==> src/rtl/cld_pkg.sv <==
package cld_pkg;

    localparam logic [7:0]  CH_LF          = 8'h0A;
    localparam logic [7:0]  CH_CR          = 8'h0D;
    localparam logic [15:0] MAX_LEN_RESET  = 16'd4096;

    // result queue: deep enough for two results of one byte plus what waits
    localparam int          FIFO_DEPTH     = 4;
    localparam int          FIFO_AW        = $clog2(FIFO_DEPTH);
    localparam int          FIFO_CW        = $clog2(FIFO_DEPTH + 1);

    typedef enum logic [1:0] {
        KIND_DATA  = 2'd0,
        KIND_END   = 2'd1,
        KIND_ABORT = 2'd2
    } t_kind;

    typedef enum logic {
        CMD_DATA  = 1'b0,
        CMD_CLEAR = 1'b1
    } t_cmd;

    typedef struct packed {
        t_cmd       command;
        logic [7:0] rx_byte;
    } t_in_item;

    typedef struct packed {
        t_kind       kind;
        logic [7:0]  line_byte;
        logic        last;
        logic [31:0] dropped_lines;
    } t_out_item;

    // results produced by one beat, handed to the result queue
    typedef struct packed {
        logic [1:0] cnt;
        t_out_item  res0;
        t_out_item  res1;
    } t_push;

endpackage

==> src/rtl/cld_frame.sv <==
module cld_frame (
    input  logic               i_clk,
    input  logic               i_rst_n,
    input  logic               i_proc,
    input  cld_pkg::t_in_item  i_item,
    input  logic [15:0]        i_max_len,
    output cld_pkg::t_push     o_push
);
    import cld_pkg::*;

    logic        r_discarding, n_discarding;
    logic [15:0] r_partial, n_partial;
    logic        r_held_cr, n_held_cr;
    logic [31:0] r_dropped, n_dropped;
    logic [16:0] inc;

    function automatic t_out_item mk_res(t_kind kind, logic [7:0] b, logic lst,
                                         logic [31:0] dl);
        t_out_item r;
        r.kind          = kind;
        r.line_byte     = (kind == KIND_DATA) ? b : 8'd0;
        r.last          = lst;
        r.dropped_lines = dl;
        return r;
    endfunction

    assign inc = {1'b0, r_partial} + 17'd1;

    always_comb begin
        n_discarding = r_discarding;
        n_partial    = r_partial;
        n_held_cr    = r_held_cr;
        n_dropped    = r_dropped;
        o_push.cnt   = 2'd0;
        o_push.res0  = mk_res(KIND_DATA, 8'd0, 1'b0, r_dropped);
        o_push.res1  = mk_res(KIND_DATA, 8'd0, 1'b0, r_dropped);
        if (i_proc) begin
            if (i_item.command == CMD_CLEAR) begin
                n_discarding = 1'b0;
                n_partial    = 16'd0;
                n_held_cr    = 1'b0;
                if (r_partial != 16'd0) begin
                    o_push.cnt  = 2'd1;
                    o_push.res0 = mk_res(KIND_ABORT, 8'd0, 1'b1, r_dropped);
                end
            end else if (r_discarding) begin
                // skip to the end of the oversized line, count it there
                if (i_item.rx_byte == CH_LF) begin
                    n_discarding = 1'b0;
                    n_dropped    = r_dropped + 32'd1;
                end
            end else if (i_item.rx_byte == CH_LF) begin
                n_held_cr   = 1'b0;
                n_partial   = 16'd0;
                o_push.cnt  = 2'd1;
                o_push.res0 = mk_res(KIND_END, 8'd0, 1'b1, r_dropped);
            end else if (inc >= {1'b0, i_max_len}) begin
                n_partial    = 16'd0;
                n_held_cr    = 1'b0;
                n_discarding = 1'b1;
                o_push.cnt   = 2'd1;
                o_push.res0  = mk_res(KIND_ABORT, 8'd0, 1'b1, r_dropped);
            end else begin
                n_partial = inc[15:0];
                if (i_item.rx_byte == CH_CR) begin
                    // hold the new CR, release an earlier one
                    n_held_cr = 1'b1;
                    if (r_held_cr) begin
                        o_push.cnt  = 2'd1;
                        o_push.res0 = mk_res(KIND_DATA, CH_CR, 1'b1, r_dropped);
                    end
                end else begin
                    n_held_cr = 1'b0;
                    if (r_held_cr) begin
                        o_push.cnt  = 2'd2;
                        o_push.res0 = mk_res(KIND_DATA, CH_CR, 1'b0, r_dropped);
                        o_push.res1 = mk_res(KIND_DATA, i_item.rx_byte, 1'b1,
                                             r_dropped);
                    end else begin
                        o_push.cnt  = 2'd1;
                        o_push.res0 = mk_res(KIND_DATA, i_item.rx_byte, 1'b1,
                                             r_dropped);
                    end
                end
            end
        end
    end

    always_ff @(posedge i_clk) begin
        if (!i_rst_n) begin
            r_discarding <= 1'b0;
            r_partial    <= 16'd0;
            r_held_cr    <= 1'b0;
            r_dropped    <= 32'd0;
        end else begin
            r_discarding <= n_discarding;
            r_partial    <= n_partial;
            r_held_cr    <= n_held_cr;
            r_dropped    <= n_dropped;
        end
    end

endmodule

==> src/rtl/cld_out_fifo.sv <==
module cld_out_fifo (
    input  logic               i_clk,
    input  logic               i_rst_n,
    input  cld_pkg::t_push     i_push,
    output logic               o_room,
    output logic               o_out_valid,
    input  logic               i_out_ready,
    output cld_pkg::t_out_item o_out_data
);
    import cld_pkg::*;

    t_out_item                r_mem [FIFO_DEPTH];
    logic [FIFO_AW-1:0]       r_wr, n_wr;
    logic [FIFO_AW-1:0]       r_rd, n_rd;
    logic [FIFO_CW-1:0]       r_count, n_count;
    logic                     pop;
    logic [FIFO_AW-1:0]       wr_next;

    assign o_out_valid = (r_count != '0);
    assign o_out_data  = r_mem[r_rd];
    assign pop         = o_out_valid & i_out_ready;
    // room for the worst case of two results from one beat
    assign o_room      = (r_count <= FIFO_CW'(FIFO_DEPTH - 2));
    assign wr_next     = r_wr + FIFO_AW'(1);

    always_comb begin
        n_wr    = r_wr + FIFO_AW'(i_push.cnt);
        n_rd    = pop ? r_rd + FIFO_AW'(1) : r_rd;
        n_count = r_count + FIFO_CW'(i_push.cnt) - FIFO_CW'(pop);
    end

    always_ff @(posedge i_clk) begin
        if (i_push.cnt != 2'd0) begin
            r_mem[r_wr] <= i_push.res0;
        end
        if (i_push.cnt == 2'd2) begin
            r_mem[wr_next] <= i_push.res1;
        end
    end

    always_ff @(posedge i_clk) begin
        if (!i_rst_n) begin
            r_wr    <= '0;
            r_rd    <= '0;
            r_count <= '0;
        end else begin
            r_wr    <= n_wr;
            r_rd    <= n_rd;
            r_count <= n_count;
        end
    end

endmodule

==> src/rtl/capped_line_deframer.sv <==
// Capped line deframer: frames a received byte stream into LF-terminated lines.
// Input channel (i_in_*): one beat per received byte or clear command. Each
//   data byte is passed on at once as a line data result, except a CR, which
//   is held for one byte so that CR directly before LF is stripped. LF gives
//   a line end result. Reaching the configured length cap gives one line
//   aborted result; bytes are then dropped up to the next LF, where the
//   dropped line count advances. Clear aborts any partial line.
// Output channel (o_out_*): zero, one or two results per input beat; `last`
//   marks the final result of a beat, dropped_lines carries the running count.
// Config channel (i_cfg_*): writes the 16-bit line length cap; always ready,
//   to be written only while the block is idle.
// Flow: an accepted beat waits in the input register until the queue has
//   room, is then processed into the result queue, and its first result is
//   offered from the queue from then on. Throughput: one beat per cycle
//   while each beat gives at most one result; the four-entry result queue
//   sets the pace when beats give two results or the receiver stalls, and
//   input ready drops while a beat is held and fewer than two slots are free.
// Reset (synchronous, active low): framing state and the dropped line count go
//   to zero, the cap to 4096, the queue empties.
module capped_line_deframer (
    input  logic               i_clk,
    input  logic               i_rst_n,
    input  logic               i_in_valid,
    output logic               o_in_ready,
    input  cld_pkg::t_in_item  i_in_data,
    output logic               o_out_valid,
    input  logic               i_out_ready,
    output cld_pkg::t_out_item o_out_data,
    input  logic               i_cfg_valid,
    output logic               o_cfg_ready,
    input  logic [15:0]        i_cfg_data
);
    import cld_pkg::*;

    logic        r_in_valid, n_in_valid;
    t_in_item    r_in;
    logic [15:0] r_max_len;
    logic        room;
    logic        proc;
    logic        in_acc;
    t_push       push;

    assign o_cfg_ready = 1'b1;

    // process the held beat only when the queue can take both possible results
    assign proc       = r_in_valid & room;
    // take a new beat whenever the input register is empty or drains now
    assign o_in_ready = ~r_in_valid | proc;
    assign in_acc     = i_in_valid & o_in_ready;

    always_comb begin
        n_in_valid = r_in_valid;
        if (in_acc) begin
            n_in_valid = 1'b1;
        end else if (proc) begin
            n_in_valid = 1'b0;
        end
    end

    always_ff @(posedge i_clk) begin
        if (!i_rst_n) begin
            r_in_valid <= 1'b0;
            r_max_len  <= MAX_LEN_RESET;
        end else begin
            r_in_valid <= n_in_valid;
            if (i_cfg_valid) begin
                r_max_len <= i_cfg_data;
            end
        end
    end

    // payload register: load on every accepted beat
    always_ff @(posedge i_clk) begin
        if (in_acc) begin
            r_in <= i_in_data;
        end
    end

    cld_frame u_frame (
        .i_clk     (i_clk),
        .i_rst_n   (i_rst_n),
        .i_proc    (proc),
        .i_item    (r_in),
        .i_max_len (r_max_len),
        .o_push    (push)
    );

    cld_out_fifo u_out_fifo (
        .i_clk       (i_clk),
        .i_rst_n     (i_rst_n),
        .i_push      (push),
        .o_room      (room),
        .o_out_valid (o_out_valid),
        .i_out_ready (i_out_ready),
        .o_out_data  (o_out_data)
    );

endmodule

==> config.mk <==
export PLATFORM = sky130hd
export DESIGN_NAME = capped_line_deframer
export DESIGN_NICKNAME = d
export VERILOG_FILES = /design/src/rtl/cld_pkg.sv /design/src/rtl/cld_frame.sv /design/src/rtl/cld_out_fifo.sv /design/src/rtl/capped_line_deframer.sv
export SDC_FILE = /design/constraint.sdc
export NUM_CORES = 1
export LEC_CHECK = 0
export ABC_AREA = 1
export BUFFER_PORTS_ARGS = -buffer_cell sky130_fd_sc_hd__clkbuf_2
export CAP_MARGIN = 10
export CELL_PAD_IN_SITES_DETAIL_PLACEMENT = 0
export CELL_PAD_IN_SITES_GLOBAL_PLACEMENT = 1
export CORE_UTILIZATION = 39
export CTS_CLUSTER_SIZE = 8
export DETAILED_ROUTE_END_ITERATION = 8
export PLACE_DENSITY_LB_ADDON = 0.05
export REMOVE_ABC_BUFFERS = 1
export SYNTH_ARGS = -nofsm -noshare
export SYNTH_HDL_FRONTEND = slang
export SYNTH_SLANG_ARGS = --single-unit
==> constraint.sdc <==
create_clock -name i_clk -period 4.5 [get_ports i_clk]
set_input_delay 0.225 -clock i_clk [delete_from_list [all_inputs] [get_ports i_clk]]
set_output_delay 0.225 -clock i_clk [all_outputs]
set_load 0.03 [all_outputs]
==> run_results.csv <==
group,metric,value,unit
status,outcome,"finished, final reports clean",
power_and_ir_drop,cellLeakagePower,5.37,nW
global_routing,met3_usage,2.73,%
power_and_ir_drop,cellPowerDensity,461,mW/mm²
power_and_ir_drop,ir_drop,512,µV
drt,vias,9690,
clocking,max-clock-path-buffers,3,
power_and_ir_drop,combPwrFrac,20.1,%
critical_path,critPathMaxFanout,21,
critical_path,critical_path_class,"reg2reg",
synthesis,syn_area,0.0124,mm²
critical_path,cp_slowest_stage_delay,360,ps
synthesis,ys_warn_count,0,
floorplan,dieArea,0.0326,mm²
layout,drive_gt1_share,11.3,%
critical_path,setup.worst_path.start_class,"flop",
place,place_congestion,0.850,
synthesis,yosysTopAreaCellShare,41.8,%
power_and_ir_drop,p_total,6.71,mW
global_routing,top_usage_layer,"met2",
drt,wl,32.6,mm
critical_path,critPathBufInv,6,
clocking,root_buffer,"clkbuf_16",
critical_path,crit_slowest_cell,"dfxtp_1",
timing,hold_violations,0,
clocking,htreeDepth,2,
global_routing,grt_pass1_wl,52.1,mm
timing,finalSetupViolCount,0,
critical_path,crit_arrival,4330,ps
floorplan,rows,64,
power_and_ir_drop,p_sw,2.07,mW
layout,num_antenna_cells,0,
clocking,clock_latency,520,ps
global_routing,grt_max_degree,87,
synthesis,async_reset_ff_share,0,%
timing,min_period,4080,ps
synthesis,synth_ff_type,"edfxtp_1",
timing,fmax,245,MHz
global_routing,use_met2,35.3,%
place,dpl.hpwl,21.6,mm
power_and_ir_drop,intPower,4.64,mW
critical_path,cp_top_family,"simple AND/OR/NAND/NOR gates",
drt,vias_per_cell,5.00,
critical_path,crit_required,4750,ps
power_and_ir_drop,clockPowerShare,40.1,%
floorplan,io_pins,76,
job,cap_violations,0,
min_path,min_path_type,"in2reg",
clocking,clkSlewWorstSetupHoldPaths,50,ps
timing,hold_slack,17.7,ps
floorplan,die_w,180,µm
drt,detail-route-antenna-nets,0,
global_routing,grt_usage,20.1,%
global_routing,grt_util_met1,25.9,%
synthesis,synth_area_leaders,"edfxtp_1 42%, dfxtp_1 14%, nor2_1 8.7%",
critical_path,endpoint_kind,"flop",
global_routing,antenna_found_initial,0,
power_and_ir_drop,p_seq_share,39.8,%
timing,drv_slew,0,
drt,drc,0,
synthesis,syn_area_per_cell,8.76,µm²
synthesis,ys_seq_area_share,55.4,%
layout,finish.net_count,1569,
layout,area_growth_syn_to_layout,17.2,%
drt,drt_iter0_markers,633,
power_and_ir_drop,switching_share,30.8,%
synthesis,synth.distinct_cells,38,
synthesis,synthCells,1417,
timing,worst_clock_skew,20.6,ps
clocking,cts_buffers,38,
clocking,post_cts_buffers,0,
clocking,cts_tree,"done",
global_routing,grt.overflow.total,0,
floorplan,core,0.0310,mm²
timing,fin_crit_sh,90.7,%
floorplan,die_y,180,µm
critical_path,cpMostUsedCell,"nand2_1",
timing,tightest_slew,943,ps
clocking,numClockSinks,257,
synthesis,ys_ff_latch,257,
drt,drt_pass1_iterations,5,
global_routing,grt_pass1_vias,9477,
place,io_buffers,74,
layout,fin_util,46.9,%
floorplan,initial_core_util,40.1,%
synthesis,synth_edf_count,173,
place,dp.cells,1846,
layout,finalNonFillerCells,1938,
synthesis,synth_top_area_cell,"edfxtp_1",
timing,slew-limit-headroom,37.2,%
drt,wire_per_inst,16.8,µm
==> cell usage in the layout, fill, tap and decap left out, types with 8 or more instances in the layout <==
cell           Yosys  routed
nor2_1           288     288
nand2_1          198     198
edfxtp_1         173     173
o21ai_0          140     140
inv_1            136     135
dfxtp_1           84      83
clkbuf_2           0      74
a21oi_1           72      72
nand3_1           58      58
o22ai_1           43      43
clkbuf_16          0      39
nor3_1            29      29
nand4_1           27      27
clkbuf_1          42      26
ha_1              24      24
dlygate4sd3_1      0      24
xor2_1            23      23
buf_4              4      20
nand2_2            9       8
==> worst min-delay path, delay by kind of cell <==
kind	cells	cell delay, ps
buffers and inverters	1	70
AOI/OAI and AO/OA	2	190
==> synth_stat cells, types with 23 or more instances <==
cell and number:
o22ai_1 43, nor2_1 288, nand4_1 27, a21oi_1 72, xor2_1 23, nand2_1 198
dfxtp_1 84, clkbuf_1 42, nor3_1 29, inv_1 136, nand3_1 58, o21ai_0 140
ha_1 24, edfxtp_1 173
==> final timing paths <==
kind | from | to | slack [ps] | cells after the start
min | i_cfg_data[3] | r_max_len[3]$_SDFFE_PN0P_ | 20 | 3
max | u_frame.r_partial[0]$_SDFFE_PN0P_ | u_out_fifo.r_mem[2][12]$_DFFE_PP_ | 420 | 27
min reg2reg | u_frame.r_dropped[31]$_SDFFE_PN0P_ | u_frame.r_dropped[31]$_SDFFE_PN0P_ | 470 | 2
max reg2reg | u_frame.r_partial[0]$_SDFFE_PN0P_ | u_out_fifo.r_mem[2][12]$_DFFE_PP_ | 420 | 27
==> area by class of cell <==
class	count	area [µm²]
Clock buffer	65	1070
Clock inverter	3	58.8
Tap cell	396	495
Fill cell	3070	16400
Inverter	147	567
Multi-Input combinational cell	946	4610
Sequential cell	257	6880
Timing Repair Buffer	124	863
==> power by group through the flow <==
stage | clock (mW) | combinational (mW) | sequential (mW)
3_5_place_dp | 0 | 1.36 | 2.71
3_3_place_gp | 0 | 1.35 | 2.71
4_1_cts | 2.76 | 1.37 | 2.67
6_report | 2.69 | 1.35 | 2.67
2_1_floorplan | 0 | 0.848 | 2.75
5_1_grt | 2.86 | 1.47 | 2.68
==> layer usage <==
layer | vias up | share of wire (%) | wire length (µm)
li1 | 4966 | - | -
met1 | 4508 | 46 | 15000
met2 | 158 | 49 | 15900
met3 | 58 | 3.1 | 1000
met4 | 0 | 2.1 | 668
met5 | - | 0 | 0
==> stage by stage <==
step	instance area (µm²)	setup slack (ps)	setup TNS [ps]
after floorplan	12000	57.8	0
after global placement	13100	347	0
after detailed placement	13100	284	0
after CTS	14500	245	0
after global routing	14500	-5.38	-18.5
final	14500	420	0
==> kinds of logic (layout without fill, tap and decap cells) <==
family                     Yosys count  in the layout  share of synthesized area (%)
and+or+nand+nor                    632            632                           21.5
xor gates and xnor gates            27             27                           1.90
DFF                                257            257                           55.4
buffers and inverters              214            339                           7.53
adders and majority gates           25             25                           2.58
other                                1              1                         0.0302
AOI/OAI and AO/OA                  261            261                           11.0
==> flip-flops by register name (all words and copies together) (netlist names), named ones only <==
register	count
u_frame.r_partial	16
u_frame.r_discarding	1
r_in	9
u_frame.r_dropped	32
u_out_fifo.r_rd	2
u_out_fifo.r_wr	2
u_out_fifo.r_count	3
u_out_fifo.r_mem	172
u_frame.r_held_cr	1
r_max_len	16
r_in_valid	1
==> timing repair <==
item / 4_1_cts / 5_1_grt
endpoints found under the hold margin: 21 / 0
resized for setup: 0 / 12
hold buffers: 24 / 0
endpoints found under the setup margin: 0 / 160
No activity file was read; power rests on OpenSTA's default activity.
